**src/hdl/ppv_pkg.sv**
```systemverilog
`default_nettype none

package ppv_pkg;

  localparam int unsigned LINE_BYTES_DEF  = 136;
  localparam int unsigned LAST_ROW_DEF    = 240;
  localparam int unsigned PAL_ENTRIES     = 32;
  localparam int unsigned PAL_IDX_W       = $clog2(PAL_ENTRIES);

  localparam int unsigned ADDR_W = 16;
  localparam int unsigned DATA_W = 8;
  localparam int unsigned ROW_W  = 8;
  localparam int unsigned X_W    = 9;
  localparam int unsigned CHAN_W = 8;

  typedef enum logic {
    OP_VIDEO     = 1'b0,
    OP_PAL_WRITE = 1'b1
  } op_e;

  typedef enum logic {
    CFG_PALETTE_BANK = 1'b0,
    CFG_FLIP_ENABLE  = 1'b1
  } cfg_idx_e;

  typedef struct packed {
    logic [CHAN_W-1:0] red;
    logic [CHAN_W-1:0] green;
    logic [CHAN_W-1:0] blue;
  } rgb_t;

  localparam logic [CHAN_W-1:0] W3_HI  = 8'h92;
  localparam logic [CHAN_W-1:0] W3_MID = 8'h4a;
  localparam logic [CHAN_W-1:0] W3_LO  = 8'h23;
  localparam logic [CHAN_W-1:0] W2_HI  = 8'had;
  localparam logic [CHAN_W-1:0] W2_LO  = 8'h52;

  // 3-3-2 resistor ladder decode of a raw palette byte
  function automatic rgb_t decode_color(logic [DATA_W-1:0] c);
    rgb_t res;
    res.red   = (c[7] ? W3_HI : 8'h00) + (c[6] ? W3_MID : 8'h00) + (c[5] ? W3_LO : 8'h00);
    res.green = (c[4] ? W3_HI : 8'h00) + (c[3] ? W3_MID : 8'h00) + (c[2] ? W3_LO : 8'h00);
    res.blue  = (c[1] ? W2_HI : 8'h00) + (c[0] ? W2_LO : 8'h00);
    return res;
  endfunction

endpackage

`default_nettype wire

```
**src/hdl/packed_pixel_palette_video_out.sv**
```systemverilog
`default_nettype none

// Palette video output stage: takes one request per cycle while in_stall_o is
// low, either a palette write (stored in a 32 x 8 palette memory, no result)
// or a video byte that yields one pixel-pair result, registered through stage 1
// and the output registers. The rate is set by the palette memory, which has
// one write port and two registered read ports so both pixels of a pair are
// looked up in the same cycle; row and column come from a reciprocal multiply
// by 1/LINE_BYTES in the first stage and a multiply-back correction in the
// second. The whole pipeline stalls together; in_stall_o is high only while a
// result waits and out_stall_i is high. Palette entries read before they are
// written return undefined colors.
module packed_pixel_palette_video_out #(
  parameter int unsigned LINE_BYTES = ppv_pkg::LINE_BYTES_DEF,
  parameter int unsigned LAST_ROW   = ppv_pkg::LAST_ROW_DEF
) (
  input  wire logic                        clk_i,
  input  wire logic                        rst_ni,

  input  wire logic                        cfg_we_i,
  input  wire logic                        cfg_index_i,
  input  wire logic                        cfg_data_i,

  input  wire logic                        in_valid_i,
  output      logic                        in_stall_o,
  input  wire logic                        operation_i,
  input  wire logic [ppv_pkg::ADDR_W-1:0]  address_i,
  input  wire logic [ppv_pkg::DATA_W-1:0]  data_byte_i,

  output      logic                        out_valid_o,
  input  wire logic                        out_stall_i,
  output      logic [ppv_pkg::ROW_W-1:0]   row_o,
  output      logic [ppv_pkg::X_W-1:0]     left_x_o,
  output      logic [ppv_pkg::CHAN_W-1:0]  left_red_o,
  output      logic [ppv_pkg::CHAN_W-1:0]  left_green_o,
  output      logic [ppv_pkg::CHAN_W-1:0]  left_blue_o,
  output      logic [ppv_pkg::CHAN_W-1:0]  right_red_o,
  output      logic [ppv_pkg::CHAN_W-1:0]  right_green_o,
  output      logic [ppv_pkg::CHAN_W-1:0]  right_blue_o
);

  import ppv_pkg::*;

  localparam int unsigned RECIP_W = 33;
  localparam int unsigned PROD_W  = ADDR_W + RECIP_W;
  localparam int unsigned REM_W   = 8;
  localparam logic [RECIP_W-1:0] RECIP    = RECIP_W'((64'd1 << 32) / LINE_BYTES);
  localparam logic [ADDR_W-1:0]  LB       = ADDR_W'(LINE_BYTES);
  localparam logic [8:0]         LB9      = 9'(LINE_BYTES);
  localparam logic [ROW_W-1:0]   LAST_LO  = ROW_W'(LAST_ROW);
  localparam logic [X_W-1:0]     X_MIRROR = X_W'(2 * (LINE_BYTES - 1));

  // configuration
  logic bank_q, flip_q;

  always_ff @(posedge clk_i or negedge rst_ni) begin
    if (!rst_ni) begin
      bank_q <= 1'b0;
      flip_q <= 1'b0;
    end else if (cfg_we_i) begin
      unique case (cfg_index_i)
        CFG_PALETTE_BANK: bank_q <= cfg_data_i;
        CFG_FLIP_ENABLE:  flip_q <= cfg_data_i;
        default:          ;
      endcase
    end
  end

  // flow control
  logic advance;
  logic in_acc;

  assign advance    = !out_valid_o || !out_stall_i;
  assign in_stall_o = !advance;
  assign in_acc     = in_valid_i && advance;

  // palette memory
  logic [DATA_W-1:0]    pal_mem [PAL_ENTRIES];
  logic [DATA_W-1:0]    rd_left_q, rd_right_q;
  logic [PAL_IDX_W-1:0] left_idx, right_idx;

  always_comb begin
    if (flip_q) begin
      left_idx  = {bank_q, data_byte_i[7:4]};
      right_idx = {bank_q, data_byte_i[3:0]};
    end else begin
      left_idx  = {bank_q, data_byte_i[3:0]};
      right_idx = {bank_q, data_byte_i[7:4]};
    end
  end

  always_ff @(posedge clk_i) begin
    if (in_acc && operation_i == OP_PAL_WRITE) begin
      pal_mem[address_i[PAL_IDX_W-1:0]] <= data_byte_i;
    end
    if (advance) begin
      rd_left_q  <= pal_mem[left_idx];
      rd_right_q <= pal_mem[right_idx];
    end
  end

  // stage 1: reciprocal estimate of the quotient
  logic              s1_valid_q;
  logic [ADDR_W-1:0] s1_addr_q;
  logic [PROD_W-1:0] s1_prod_q;

  always_ff @(posedge clk_i or negedge rst_ni) begin
    if (!rst_ni) begin
      s1_valid_q <= 1'b0;
    end else if (advance) begin
      s1_valid_q <= in_acc && operation_i == OP_VIDEO;
    end
  end

  always_ff @(posedge clk_i) begin
    if (advance) begin
      s1_addr_q <= address_i;
      s1_prod_q <= PROD_W'(address_i) * PROD_W'(RECIP);
    end
  end

  // stage 2: multiply back and fix the estimate, which is low by at most one
  logic [ADDR_W-1:0] q_est, back, diff;
  logic              fix;
  logic [REM_W-1:0]  rem;
  logic [ROW_W-1:0]  y_lo;
  logic [X_W-1:0]    x_pos;
  logic [ROW_W-1:0]  row_d;
  logic [X_W-1:0]    left_x_d;
  rgb_t              left_rgb, right_rgb;

  always_comb begin
    q_est    = s1_prod_q[32 +: ADDR_W];
    back     = ADDR_W'(q_est * LB9);
    diff     = s1_addr_q - back;
    fix      = diff >= LB;
    rem      = fix ? REM_W'(diff - LB) : REM_W'(diff);
    y_lo     = q_est[ROW_W-1:0] + ROW_W'(fix);
    x_pos    = {rem, 1'b0};
    row_d    = flip_q ? LAST_LO - y_lo : y_lo;
    left_x_d = flip_q ? X_MIRROR - x_pos : x_pos;
    left_rgb  = decode_color(rd_left_q);
    right_rgb = decode_color(rd_right_q);
  end

  logic out_valid_q;

  always_ff @(posedge clk_i or negedge rst_ni) begin
    if (!rst_ni) begin
      out_valid_q <= 1'b0;
    end else if (advance) begin
      out_valid_q <= s1_valid_q;
    end
  end

  always_ff @(posedge clk_i) begin
    if (advance) begin
      row_o         <= row_d;
      left_x_o      <= left_x_d;
      left_red_o    <= left_rgb.red;
      left_green_o  <= left_rgb.green;
      left_blue_o   <= left_rgb.blue;
      right_red_o   <= right_rgb.red;
      right_green_o <= right_rgb.green;
      right_blue_o  <= right_rgb.blue;
    end
  end

  assign out_valid_o = out_valid_q;

endmodule

`default_nettype wire

```
**config.mk**
```make
export PLATFORM = sky130hd
export DESIGN_NAME = packed_pixel_palette_video_out
export DESIGN_NICKNAME = d
export VERILOG_FILES = /design/src/hdl/ppv_pkg.sv /design/src/hdl/packed_pixel_palette_video_out.sv
export SDC_FILE = /design/constraint.sdc
export NUM_CORES = 1
export LEC_CHECK = 0
export BUFFER_PORTS_ARGS = -buffer_cell sky130_fd_sc_hd__clkbuf_2
export CORE_MARGIN = 1.5
export CORE_UTILIZATION = 57
export CTS_CLUSTER_DIAMETER = 100
export DETAILED_ROUTE_END_ITERATION = 10
export PLACE_DENSITY = 0.78
export SYNTH_ARGS = -nofsm -noshare
export SYNTH_HDL_FRONTEND = slang
export SYNTH_SLANG_ARGS = --single-unit
```
**constraint.sdc**
```tcl
create_clock -name clk_i -period 4.7 [get_ports clk_i]
set_clock_uncertainty 0.05 [all_clocks]
set_input_delay 0.235 -clock clk_i [delete_from_list [all_inputs] [get_ports clk_i]]
set_output_delay 0.235 -clock clk_i [all_outputs]
set_load 0.05 [all_outputs]
```
* Word level (Yosys, flattened, before mapping)
Memories as Yosys holds them, arrays and structs flattened. A register that Yosys moved wholly into a read port is not among the register bits.
Cells that the tools add are included.
** Operators by class
- Add/sub/neg operators :: 15
- Multipliers :: 2
- Magnitude comparators :: 1
- Muxes and demuxes :: 23
- Bitwise logic cells :: 2
- Reductions and logical operators :: 9
** Operators by type and width (number)
- 8-bit two-way mux :: 8
- 8-bit by 7-bit adder with 8-bit output :: 6
- 7-bit two-way mux :: 6
- 16-bit by 25-bit multiplier with 41-bit output (second input constant) :: 1
- 8-bit by 6-bit adder with 8-bit output :: 4
- 6-bit two-way mux :: 4
- 16-bit by 8-bit >= comparator with 1-bit output (second input constant) :: 1
- 16-bit subtractor :: 1
- 9-bit by 5-bit multiplier with 13-bit output (second input constant) :: 1
- 9-bit two-way mux :: 1
- 9-bit subtractor (first input constant) :: 1
- 8-bit by 1-bit adder with 8-bit output :: 1
- 4-bit two-way mux :: 2
- 8-bit subtractor (first input constant) :: 1
- 8-bit subtractor (second input constant) :: 1
- 2-bit AND reduction :: 2
- 1-bit logical AND :: 3
- 1-bit logical NOT :: 3
- 1-bit two-way mux :: 2
- 1-bit inverter :: 2
- 1-bit logical OR :: 1
** Storage, ports and cells
- Flip-flop bits (word level) :: 126
- RAM bits :: 256
- Input bits :: 32
- Output and inout bits :: 67
- Word-level logic and storage cells :: 68
- Memories :: 1
** Memories
- pal_mem :: words 32, bits a word 8, read ports 2, clocked after Yosys merged registers in 2, wr ports 1, RTL line packed_pixel_palette_video_out.sv:78 : logic [DATA_W-1:0] pal_mem [PAL_ENTRIES];

* Depth between registers and ports, before layout
- Depth after elaboration :: 6
- Mapped depth :: 26
- Mapped depth without buffers :: 25

* Least setup slack after synthesis
No wires, ideal clock.
- Path type :: input to register
- Start point :: input address_i[13] (netlist bit)
- End point :: register s1_prod_q[40] (data pin)
- Library setup time :: 0.260 ns
- Arrival time :: 5.423 ns
- Required time :: 4.390 ns
- Slack :: -1.032 ns
- Stages :: 18
- Buffers on the path :: 0
- Path through :: fa_1 fa_1 inv_1 fa_1 inv_1 fa_1 fa_1 fa_1 ha_1 and3_1 and2_1 a211o_1 a211oi_2 a311oi_2 o32ai_1 inv_1 a21oi_1 xnor2_1
** Between the ends
- Cells in the longest elaborated chain, start to end :: 1
** RTL lines
- start: declaration :: RTL line packed_pixel_palette_video_out.sv:27 : input wire logic [ppv_pkg::ADDR_W-1:0] address_i,
- 16-bit by 25-bit multiplier with 41-bit output :: RTL line packed_pixel_palette_video_out.sv:118 : s1_prod_q <= PROD_W'(address_i) * PROD_W'(RECIP);
- end signal: assignment :: RTL line packed_pixel_palette_video_out.sv:118
- end: declaration :: RTL line packed_pixel_palette_video_out.sv:105 : logic [PROD_W-1:0] s1_prod_q;
No other way between the ends.
A chain may end at the register's enable or synchronous reset.

* Worst setup path after layout
- Start point :: input address_i[15] (netlist bit)
- End point :: register s1_prod_q[40] (data pin)
Same word-level chain as after synthesis.

==> results.sh <==
export IMPL_die_y_um=193
export IMPL_ios=99
export IMPL_avgSynthCellArea_sq_um=15.7
export IMPL_critPathRequiredTime_ns=4.92
export IMPL_slowest_stage="fa_2"
export IMPL_nets=1807
export IMPL_vias=12639
export IMPL_finalMaxSlewViolations=0
export IMPL_syn_to_final_growth_pct=17.5
export IMPL_seqCellArea_sq_um=10200
export IMPL_total_power_mw=16.1
export IMPL_grt_overflow_total=0
export IMPL_nFillCells=2322
export IMPL_ant_nets=0
export IMPL_yosys_top_cells_area="edfxtp_1 49%, mux4_2 16%, ha_1 9.2%"
export IMPL_setup_violations=10
export IMPL_port_buffers=97
export IMPL_chipWidth_um=193
export IMPL_clock_root_buffer="clkbuf_16"
export IMPL_initial_core_util_pct=58.0
export IMPL_wirelength_mm=50.8
export IMPL_status="complete, but fails checks"
export IMPL_h_tree_depth=2
export IMPL_path_class="input port to register"
export IMPL_antenna_found_initial=4
export IMPL_fin_crit_ns=5.23
export IMPL_cts_buffer_depth=3
export IMPL_rows=69
export IMPL_routabilityCongestion=0.880
export IMPL_max_freq_mhz=191
export IMPL_drc=0
export IMPL_crit_fanout=3
export IMPL_ys_warnings_count=0
export IMPL_slowest_delay_ns=0.58
export IMPL_async_reset_ff_share_pct=1.17
export IMPL_dp_hpwl_mm=34.5
export IMPL_synth_seq_area_share_pct=49.6
export IMPL_synth_distinct_cells=69
export IMPL_syn_area_sq_um=20600
export IMPL_syn_nets=1582
export IMPL_synth_flop_cell="edfxtp_1"
export IMPL_setup_tns_ns=-2.93
export IMPL_synth_edf_count=337
export IMPL_avgRoutedWirePerCell_um=25.1
export IMPL_numCtsBuffers=35
export IMPL_yosys_area_top_type_share_pct=49.1
export IMPL_worst_pin_slew_ns=1.10
export IMPL_drive_above_1_share_pct=34.3
export IMPL_dr_first_iter_drc_count=1083
export IMPL_pre_cts_ws_ns=-1.06
export IMPL_vdd_ir_drop_max_mv=0.545
export IMPL_hold_class="input port to register"
export IMPL_dieArea_sq_um=37300
export IMPL_clk_insertion_delay_late_ns=0.53
export IMPL_violations="negative hold slack, negative setup slack"
export IMPL_power_density_nw_per_um2=665
export IMPL_grt_max_degree=61
export IMPL_cts_tree="yes"
export IMPL_grt_pass1_vias=13105
export IMPL_multi_input_area_sq_um=9980
export IMPL_synth_common_cells="337 x edfxtp_1, 152 x ha_1, 150 x inv_1, 144 x mux4_2, 86 x fa_1"
export IMPL_clkTransAtPathRegs_ns=0.06
export IMPL_cellLeakagePower_nw=9.64
export IMPL_hold_viol_final=1
export IMPL_max_slew_margin_rel_pct=26.7
export IMPL_end_kind="register"
export IMPL_synth_most_common_cell="edfxtp_1"
export IMPL_holdWs_ns=-0.000810
export IMPL_grtUsageTotal_pct=27.5
export IMPL_routed_via_density=6.24
export IMPL_critPathLaunchType="input port"
export IMPL_rsz0062_at_grt="yes"
export IMPL_critPathArrivalTime_ns=5.44
export IMPL_fin_ws_ns=-0.525
export IMPL_core_area_sq_um=35600
export IMPL_synthCells=1312
export IMPL_first_pass_iters=7
export IMPL_synth_area_leader_cell="edfxtp_1"
export IMPL_grt_pass1_wl_mm=77.5
export IMPL_cts_sinks=341
export IMPL_cp_cell_sequence="buf_6 > fa_2 > fa_2 > inv_2 > fa_1 > inv_2 > fa_1 > fa_1 > fa_2 > ha_4 > and3_4 > and2_4 > nand3_4 > or4b_4 > a311oi_4 > o32ai_2 > inv_1 > a21oi_2 > xnor2_1"
export IMPL_post_route_period_util_pct=111
export IMPL_cap_violations=0
export IMPL_ys_ff_latch=341
[power breakdown]
group          leakage (nW)  internal (mW)  switching [mW]
logic                  5.90           4.33            5.06
registers              3.18           3.76           0.161
clock network         0.554           1.63            1.17
total                  9.64           9.72            6.39
[repair_timing]
item	CTS	global route
resized for setup	25	60
pin swaps	19	28
endpoints found under the setup margin	13	18
gates cloned	0	0
hold buffers	7	0
buffers inserted	12	6
hold endpoints to repair	7	0
[metal layers]
metal	share of wire [%]	global-route usage, %	up-vias	routed length, um
met4	4.7	12.6	4	2410
li1	-	-	5414	-
met2	48	43.7	680	24300
met3	8.6	5.09	143	4390
met5	0.055	0	-	28
met1	39	37.2	6398	19700
[kinds of logic after synthesis]
family,count (synthesis),share of synthesized area (%)
AO/OA/AOI/OAI,86,2.94
XOR/XNOR,43,1.83
adder cells (fa/ha/maj),238,17.6
buffers and inverters,217,4.63
flip-flops,341,49.6
multiplexers,221,19.5
other,1,0.0182
AND/OR/NAND/NOR,165,3.95
[worst max-delay path, delay by kind of cell]
family / cells / cell delay, ns
xor gates and xnor gates: 1 / 0.15
adders and majority gates: 7 / 3.32
AOI/OAI and AO/OA: 3 / 0.54
and+or+nand+nor: 4 / 0.94
buffers and inverters: 4 / 0.26
[layout make-up]
class / count / area share, %
inverters: 150 / 2.32
well taps: 461 / 2.38
multi-input cells: 754 / 41.2
flip-flops and latches: 341 / 42.2
repair buffers: 255 / 7.21
clock buffers: 41 / 3.80
diodes: 2 / 0.0207
clock inverters: 20 / 0.888
[registers in the layout, indices dropped and copies added (netlist names), 5 cells and up]
signal / count
row_o: 8
pal_mem: 256
right_green_o: 5
rd_left_q: 8
left_green_o: 5
left_x_o: 8
rd_right_q: 8
s1_addr_q: 16
s1_prod_q: 9
left_red_o: 5
right_red_o: 5
[cells in the final DEF (no fill, tap or decap), types with 8 or more instances in the layout]
cell type,instances
inv_1,145
xor2_1,16
xnor2_1,20
buf_4,144
fa_1,79
a21oi_1,16
nand2_1,32
nand3_1,15
ha_4,14
edfxtp_1,337
clkbuf_2,94
clkbuf_16,36
mux4_2,144
nand2b_1,8
ha_1,135
mux2i_1,68
nor2_1,54
o21ai_0,12
[metrics by stage]
step	hold slack, ns	cells	utilization, %	instance area (sq um)
final	-0.000810	2024	68.1	24200
after global routing	0.00803	2023	68.1	24200
after CTS	0.00185	2017	67.3	23900
after detailed placement	-0.00106	1937	63.2	22500
after global placement	-0.00501	1937	63.2	22500
after floorplan	-0.111	1312	-	20700
[path summary, 6_finish.rpt]
path                               start               to  slack, ns  depth (start not counted)
min in group asynchronous         rst_ni           bank_q       0.55                          3
max in group asynchronous         rst_ni      out_valid_o       3.86                          3
setup reg to reg           s1_prod_q[37]      left_x_o[8]      -0.10                         22
hold reg to reg            rd_right_q[1]  right_blue_o[5]       0.37                          0
hold / removal             address_i[14]    s1_addr_q[14]    -0.0008                          2
setup / recovery           address_i[15]    s1_prod_q[40]      -0.53                         19
Note: power is estimated with default switching activity, not from simulation.
